==> src/hdl/tmtb_pkg.sv <==
// Shared types and operation codes for the timeout timer bank.
package tmtb_pkg;

   localparam int ID_W   = 4;
   localparam int FUNC_W = 4;
   localparam int TIME_W = 32;
   localparam int MASK_W = 16;

   localparam logic [FUNC_W-1:0] FUNC_CLEAR_ALL = 4'd0;
   localparam logic [FUNC_W-1:0] FUNC_SET_ONCE  = 4'd1;
   localparam logic [FUNC_W-1:0] FUNC_SET_REP   = 4'd2;
   localparam logic [FUNC_W-1:0] FUNC_START     = 4'd3;
   localparam logic [FUNC_W-1:0] FUNC_STOP      = 4'd4;
   localparam logic [FUNC_W-1:0] FUNC_QUERY     = 4'd5;
   localparam logic [FUNC_W-1:0] FUNC_RESTART   = 4'd6;
   localparam logic [FUNC_W-1:0] FUNC_ELAPSED   = 4'd7;
   localparam logic [FUNC_W-1:0] FUNC_TICK      = 4'd8;

   typedef struct packed {
      logic [FUNC_W-1:0] func;
      logic [ID_W-1:0]   timer_id;
      logic [TIME_W-1:0] interval_ms;
      logic [TIME_W-1:0] now_ms;
   } req_type;

   typedef struct packed {
      logic              timeout_flag;
      logic [TIME_W-1:0] elapsed_ms;
      logic [MASK_W-1:0] flag_mask;
   } rsp_type;

endpackage

==> src/hdl/tmtb_ram.sv <==
// Generic single-write, single-read RAM with registered read data.
module tmtb_ram #(
   parameter int WIDTH = 32,
   parameter int DEPTH = 16,
   localparam int ADDR_W = (DEPTH > 1) ? $clog2(DEPTH) : 1
) (
   input  logic              clock,
   input  logic              wr_en,
   input  logic [ADDR_W-1:0] wr_addr,
   input  logic [WIDTH-1:0]  wr_data,
   input  logic [ADDR_W-1:0] rd_addr,
   output logic [WIDTH-1:0]  rd_data
);

   logic [WIDTH-1:0] mem_ff [DEPTH];
   logic [WIDTH-1:0] rd_data_ff;

   always_ff @(posedge clock) begin
      if (wr_en) begin
         mem_ff[wr_addr] <= wr_data;
      end
      rd_data_ff <= mem_ff[rd_addr];
   end

   assign rd_data = rd_data_ff;

endmodule

==> src/hdl/multi_channel_timeout_timer_bank.sv <==
// Bank of one-shot and repeating timeout timers with periods and start times in RAM.
//
// Usage: present an operation on req_data with start high; it is taken on a
// clock edge where busy is low. Each operation gives exactly one beat on
// rsp_data, marked by a one-cycle rsp_valid strobe; there is no back-pressure.
// How each operation reaches its result after the accepting edge:
//   clear all, set period, start, stop, query flag, restart, unused codes: registered at that edge
//   elapsed query (addressed timer in the bank): one start-time RAM read, then the result
//   tick: the walk reads one timer entry per cycle, then gives the result
// busy is high for the walk and the elapsed read; the other operations
// can be issued on every cycle. The length of a tick's occupancy is thus
// set by the single read port of the period and start RAMs.
// Reset, like clear all, marks every RAM entry as unwritten (reading zero)
// and clears the flag, running and repeat bits at once; no clearing pass.
// flag_mask reports the timeout flags of timers 0 to 15 after the operation.
module multi_channel_timeout_timer_bank
   import tmtb_pkg::*;
#(
   parameter int NUM_TIMERS = 16
) (
   input  logic    clock,
   input  logic    reset,
   input  logic    start,
   output logic    busy,
   input  req_type req_data,
   output logic    rsp_valid,
   output rsp_type rsp_data
);

   localparam int IDX_W = (NUM_TIMERS > 1) ? $clog2(NUM_TIMERS) : 1;
   localparam int EXT_W = IDX_W + ID_W;
   localparam logic [IDX_W-1:0] LAST_IDX = IDX_W'(NUM_TIMERS - 1);

   localparam logic [1:0] S_IDLE = 2'd0;
   localparam logic [1:0] S_ELAP = 2'd1;
   localparam logic [1:0] S_TICK = 2'd2;

   logic [1:0]            state_ff, state_in;
   logic [IDX_W-1:0]      cnt_ff, cnt_in;
   req_type               req_ff, req_in;
   logic [NUM_TIMERS-1:0] exp_ff, exp_in;
   logic [NUM_TIMERS-1:0] run_ff, run_in;
   logic [NUM_TIMERS-1:0] rep_ff, rep_in;
   logic [NUM_TIMERS-1:0] pvld_ff, pvld_in;
   logic [NUM_TIMERS-1:0] svld_ff, svld_in;
   logic                  rsp_valid_ff, rsp_valid_in;
   rsp_type               rsp_ff, rsp_in;

   logic [EXT_W-1:0]  id_wide;
   logic [IDX_W-1:0]  id_idx;
   logic              id_ok;
   logic              accept;
   logic              per_we, sta_we;
   logic [IDX_W-1:0]  rd_addr;
   logic [TIME_W-1:0] per_rd, sta_rd;
   logic [TIME_W-1:0] per_val, sta_val, diff;

   assign id_wide = {{IDX_W{1'b0}}, req_data.timer_id};
   assign id_idx  = id_wide[IDX_W-1:0];
   assign id_ok   = id_wide < EXT_W'(NUM_TIMERS);
   assign accept  = start && (state_ff == S_IDLE);
   assign busy    = (state_ff != S_IDLE);

   tmtb_ram #(.WIDTH(TIME_W), .DEPTH(NUM_TIMERS)) u_period_ram (
      .clock   (clock),
      .wr_en   (per_we),
      .wr_addr (id_idx),
      .wr_data (req_data.interval_ms),
      .rd_addr (rd_addr),
      .rd_data (per_rd)
   );

   tmtb_ram #(.WIDTH(TIME_W), .DEPTH(NUM_TIMERS)) u_start_ram (
      .clock   (clock),
      .wr_en   (sta_we),
      .wr_addr (id_idx),
      .wr_data (req_data.now_ms),
      .rd_addr (rd_addr),
      .rd_data (sta_rd)
   );

   always_comb begin
      state_in     = state_ff;
      cnt_in       = cnt_ff;
      req_in       = req_ff;
      exp_in       = exp_ff;
      run_in       = run_ff;
      rep_in       = rep_ff;
      pvld_in      = pvld_ff;
      svld_in      = svld_ff;
      rsp_valid_in = 1'b0;
      rsp_in       = '0;
      per_we       = 1'b0;
      sta_we       = 1'b0;
      rd_addr      = (state_ff == S_IDLE) ? id_idx : cnt_ff + IDX_W'(1);
      per_val      = pvld_ff[cnt_ff] ? per_rd : '0;
      sta_val      = svld_ff[cnt_ff] ? sta_rd : '0;
      diff         = req_ff.now_ms - sta_val;

      unique case (state_ff)
         S_IDLE: begin
            if (accept) begin
               req_in       = req_data;
               rsp_valid_in = 1'b1;
               unique case (req_data.func) inside
                  FUNC_CLEAR_ALL: begin
                     exp_in  = '0;
                     run_in  = '0;
                     rep_in  = '0;
                     pvld_in = '0;
                     svld_in = '0;
                  end
                  FUNC_SET_ONCE, FUNC_SET_REP: begin
                     if (id_ok) begin
                        per_we          = 1'b1;
                        pvld_in[id_idx] = 1'b1;
                        rep_in[id_idx]  = (req_data.func == FUNC_SET_REP);
                     end
                  end
                  FUNC_START: begin
                     if (id_ok) begin
                        sta_we          = 1'b1;
                        svld_in[id_idx] = 1'b1;
                        exp_in[id_idx]  = 1'b0;
                        run_in[id_idx]  = 1'b1;
                     end
                  end
                  FUNC_STOP: begin
                     if (id_ok) begin
                        run_in[id_idx] = 1'b0;
                     end
                  end
                  FUNC_QUERY: begin
                     rsp_in.timeout_flag = id_ok && exp_ff[id_idx];
                  end
                  FUNC_RESTART: begin
                     if (id_ok) begin
                        sta_we          = 1'b1;
                        svld_in[id_idx] = 1'b1;
                        exp_in[id_idx]  = 1'b0;
                     end
                  end
                  FUNC_ELAPSED: begin
                     if (id_ok) begin
                        rsp_valid_in = 1'b0;
                        cnt_in       = id_idx;
                        state_in     = S_ELAP;
                     end
                  end
                  FUNC_TICK: begin
                     rsp_valid_in = 1'b0;
                     rd_addr      = '0;
                     cnt_in       = '0;
                     state_in     = S_TICK;
                  end
                  default: begin
                  end
               endcase
            end
         end
         S_ELAP: begin
            rsp_valid_in      = 1'b1;
            rsp_in.elapsed_ms = diff;
            state_in          = S_IDLE;
         end
         S_TICK: begin
            if (run_ff[cnt_ff] && !exp_ff[cnt_ff] && (diff >= per_val)) begin
               exp_in[cnt_ff] = 1'b1;
               if (!rep_ff[cnt_ff]) begin
                  run_in[cnt_ff] = 1'b0;
               end
            end
            if (cnt_ff == LAST_IDX) begin
               rsp_valid_in = 1'b1;
               state_in     = S_IDLE;
            end else begin
               cnt_in = cnt_ff + IDX_W'(1);
            end
         end
         default: begin
            state_in = S_IDLE;
         end
      endcase

      for (int i = 0; i < MASK_W; i++) begin
         if (i < NUM_TIMERS) begin
            rsp_in.flag_mask[i] = exp_in[i];
         end
      end
   end

   always_ff @(posedge clock) begin
      if (reset) begin
         state_ff     <= S_IDLE;
         cnt_ff       <= '0;
         exp_ff       <= '0;
         run_ff       <= '0;
         rep_ff       <= '0;
         pvld_ff      <= '0;
         svld_ff      <= '0;
         rsp_valid_ff <= 1'b0;
      end else begin
         state_ff     <= state_in;
         cnt_ff       <= cnt_in;
         exp_ff       <= exp_in;
         run_ff       <= run_in;
         rep_ff       <= rep_in;
         pvld_ff      <= pvld_in;
         svld_ff      <= svld_in;
         rsp_valid_ff <= rsp_valid_in;
      end
      req_ff <= req_in;
      rsp_ff <= rsp_in;
   end

   assign rsp_valid = rsp_valid_ff;
   assign rsp_data  = rsp_ff;

endmodule

==> config.mk <==
export PLATFORM = sky130hd
export DESIGN_NAME = multi_channel_timeout_timer_bank
export DESIGN_NICKNAME = d
export VERILOG_FILES = /design/src/hdl/tmtb_pkg.sv /design/src/hdl/tmtb_ram.sv /design/src/hdl/multi_channel_timeout_timer_bank.sv
export SDC_FILE = /design/constraint.sdc
export NUM_CORES = 2
export LEC_CHECK = 0
export BUFFER_PORTS_ARGS = -buffer_cell sky130_fd_sc_hd__buf_2
export CAP_MARGIN = 20
export CORE_UTILIZATION = 45
export DETAILED_ROUTE_END_ITERATION = 6
export SKIP_CTS_REPAIR_TIMING = 1
export SKIP_LAST_GASP = 1
export SLEW_MARGIN = 10
export SYNTH_ARGS = -nofsm -noshare
export SYNTH_HDL_FRONTEND = slang
export SYNTH_SLANG_ARGS = --single-unit
==> constraint.sdc <==
create_clock -name clock -period 17.4 [get_ports clock]
set_input_delay 0.87 -clock clock [delete_from_list [all_inputs] [get_ports clock]]
set_output_delay 0.87 -clock clock [all_outputs]
set_load 0.01 [all_outputs]
==> results by group <==
Timing
  – Fin crit period: 6.990 ns
  – Slew Limit Fails: 0
  – Clock skew: 0.03733 ns
  – Unrepaired setup endpoints after global routing: no
  – Worst Hold Slack: 0.4621 ns
  – # setup viols final: 0
  – Worst slew pin tran: 1.128 ns
  – Setup TNS: 0 ns
  – Rel. slew slack: 24.77%
  – Final WS setup: 10.41 ns
  – Tcrit/Tclk final: 40.17%
  – FMAX: 143.1 MHz
  – Final Hold Viols: 0

Logic synthesis
  – Avg Cell Area, Syn: 13.63 µm²
  – Post-synth top cells: edfxtp_1, nand2_1, clkbuf_1
  – Post-Synth Simple-Gate Area: 8.733%
  – Synth Area in XOR/XNOR: 0.4352%
  – Cell with the most instances after synthesis: edfxtp_1
  – Sequential area share after synthesis: 70.98%
  – Syn Nets: 3836
  – Compound-Gate Fraction of Synth Area: 14.36%
  – Warnings, synthesis: 0
  – Flops & latches, synth: 1256
  – Post-synth top flop: edfxtp_1
  – Largest family of logic cells by synthesized area: compound AO/OA/AOI/OAI gates
  – Leading area contributor after synthesis: edfxtp_1
  – Share of synthesized flip-flops with an asynchronous set or reset: 0%
  – Yosys cell types: 69
  – Synth Area in Adders: 1.706%
  – Cells after Synth: 3693
  – Mux share of post-synthesis cell area: 1.271%
  – Number of synthesized flops with an enable pin: 1056
  – Synth top area share: 63.02%
  – Mapped cell area: 0.05032 mm²
  – Ranking of synthesized cells by area: edfxtp_1, dfxtp_1, o221ai_1

Setup path
  – Worst reg-to-reg path cell count: 23
  – CP startpoint: cnt_ff[2]
  – Critical Path, Cell by Cell: inv_1 > mux2i_1 > mux2i_4 > nand2_1 > ha_1 > and4_1 > and3_1 > a21boi_0 > o2111a_1 > o21a_1 > o21a_1 > o21a_1 > nor2_1 > ha_1 > a21o_1 > a21o_1 > a21oi_1 > nand2_1 > a211oi_1 > o21ai_4 > buf_4 > or3b_2 > a31oi_1
  – Worst path required time: 18.08 ns
  – End of the critical path: run_ff[15]
  – Startpoint types: flip-flop
  – CP Max Fanout: 32
  – Crit path largest cell delay: 0.88 ns
  – FF-to-FF End: run_ff[15]
  – Slowest CP cell: dfxtp_1
  – Top cell family by delay on the critical path: compound AO/OA/AOI/OAI gates
  – CP Depth: 23
  – Setup crit end kind: flip-flop
  – Crit path top cell by count: o21a_1
  – Crit Path Class: flip-flop to flip-flop
  – Worst Path Arrival: 7.67 ns
  – Buf/Inv on CP: 2
  – Reg-to-Reg Start: cnt_ff[2]
  – R2r setup slk: 10.41 ns

Die
  – # IOs: 126
  – Die height: 336.4 µm
  – Core region area: 0.1108 mm²
  – Row count: 122
  – Die Wd: 336.4 µm
  – Area of the die: 0.1132 mm²
  – Initial Util: 45.40%

Detailed routing
  – Final WL: 132300 µm
  – DRC: 0
  – Wire length per cell: 24.76 µm
  – Post-route ant nets: 0
  – Vias: 31930
  – Initial DRT Pass Iterations: 5
  – Number of vias per cell: 5.976
  – DR iter-0 viols: 3471

Power and ir drop
  – Reg power frac: 50.9%
  – Switching power: 1490 µW
  – Total chip power: 6510 µW
  – Max IR drop VDD: 0.08273 mV
  – Leak Pwr: 0.01829 µW
  – Combinational Power Share: 6.4%
  – PD cells: 114.4 mW/mm²
  – Internal power: 5019 µW
  – Clock Power Share: 42.7%
  – Switch share: 22.89%

Global route
  – Number of global-route vias before repair: 30550
  – Total GRT Usage: 23.29%
  – Pin count of the biggest net entering global routing: 191
  – Antenna violations before repair: 17
  – First-pass GRT wire length: 196500 µm
  – GRT Residual Overflow: 0

Clocking
  – Max Buffers Root-to-Sink: 3
  – Clock sinks: 1256
  – Num CTS Buffers: 133
  – CTS root buffer: clkbuf_16
  – TritonCTS clock tree: yes
  – Htree depth: 4
  – Clock-pin transition on the worst setup and hold timing paths: 0.07 ns
  – Clk_lat worst skew: 0.75 ns

Placement
  – Post-DP HPWL: 70550 µm
  – Dpl cells: 5096
  – Routability cong.: 0.8681
  – PortBufs: 125
  – Worst slack, placed: 10.47 ns

Final layout
  – Area grow syn2layout: 13.10%
  – Fill cells: 9367
  – FF/Latch Area: 0.03571 mm²
  – Layout cells sized above 1: 12.13%
  – Post-route insts no fill: 5343
  – Area of the multi-input gates: 0.01366 mm²
  – NumNets Final: 3886

Hold path
  – Hold Crit Class: input pin to flip-flop
  – Hold_sp: start

Job
  – Max-cap violations: 0

Outcome
  – Status: finished, final reports clean
worst reg2reg max path, stage by stage, from the launching register on:
cell and delay, ns:
dfxtp_1 0.88, inv_1 0.34, mux2i_1 0.23, mux2i_4 0.75
nand2_1 0.15, ha_1 0.48, and4_1 0.29, and3_1 0.18
a21boi_0 0.45, o2111a_1 0.36, o21a_1 0.23, o21a_1 0.15
o21a_1 0.13, nor2_1 0.06, ha_1 0.30, a21o_1 0.16
a21o_1 0.16, a21oi_1 0.14, nand2_1 0.06, a211oi_1 0.33
o21ai_4 0.11, buf_4 0.27, or3b_2 0.56, a31oi_1 0.16
metrics by stage:
stage / utilization (%) / area [µm²]
finish: 51.35 / 56910
global route: 51.35 / 56900
CTS: 51.34 / 56900
detailed placement: 47.44 / 52580
global placement: 47.42 / 52550
floorplan: - / 50320
logic make-up (layout without fill, tap and decap cells):
kind of cell / Yosys count / count (layout)
AOI/OAI and AO/OA: 1047 / 1047
xor gates and xnor gates: 25 / 25
adders and majority gates: 68 / 68
buffers and inverters: 314 / 472
DFF: 1256 / 1256
muxes: 40 / 40
other: 0 / 4
and+or+nand+nor: 943 / 943
cell type report:
| type | count | area share, % |
|---|---|---|
| Sequential cell | 1256 | 62.76 |
| Multi-Input combinational cell | 2123 | 24.00 |
| Clock buffer | 185 | 6.530 |
| Tap cell | 1488 | 3.271 |
| Timing Repair Buffer | 196 | 2.137 |
| Clock inverter | 58 | 1.066 |
| Inverter | 33 | 0.2177 |
| Antenna cell | 4 | 0.01759 |
worst min-delay path by stage:
stage,endpoint,cells past startpoint
5_1_grt,u_period_ram.mem_ff[5][13],1
3_3_place_gp,svld_ff[4],2
3_5_place_dp,svld_ff[4],2
6_report,state_ff[1],3
2_1_floorplan,svld_ff[4],2
4_1_cts,state_ff[1],3
power by group through the flow:
stage | logic [µW] | registers (µW) | clock network (µW)
floorplan | 269 | 3370 | 0
global placement | 411 | 3380 | 0
detailed placement | 416 | 3380 | 0
CTS | 418 | 3320 | 2820
global route | 460 | 3320 | 2930
finish | 418 | 3320 | 2780
placed cells by master, fill, tap and decap left out, types with 130 or more instances in the layout:
cell type / synthesis / routed
edfxtp_1: 1056 / 1056
nand2_1: 406 / 405
a211oi_1: 200 / 200
dfxtp_1: 200 / 200
o221ai_1: 197 / 197
o21ai_0: 181 / 180
and2_1: 153 / 153
a21oi_1: 150 / 149
clkbuf_16: 0 / 135
nor2_1: 160 / 130
routing by layer:
metal / part of all wire, % / global-route usage (%) / up-vias
met5: 0.052 / 0 / -
met4: 1.8 / 6.072 / 12
met3: 6.8 / 3.674 / 180
met2: 47 / 36.43 / 1125
met1: 45 / 33.86 / 16120
li1: - / - / 14500
sequential cells by signal, summed over array words and instances, names as in the netlist, 32 cells and up:
| signal | flops |
|---|---|
| u_period_ram.mem_ff | 512 |
| u_start_ram.mem_ff | 512 |
| rsp_data | 49 |
| req_ff | 32 |
| u_period_ram.rd_data | 32 |
| u_start_ram.rd_data | 32 |
No activity file was read; power rests on OpenSTA's default activity.
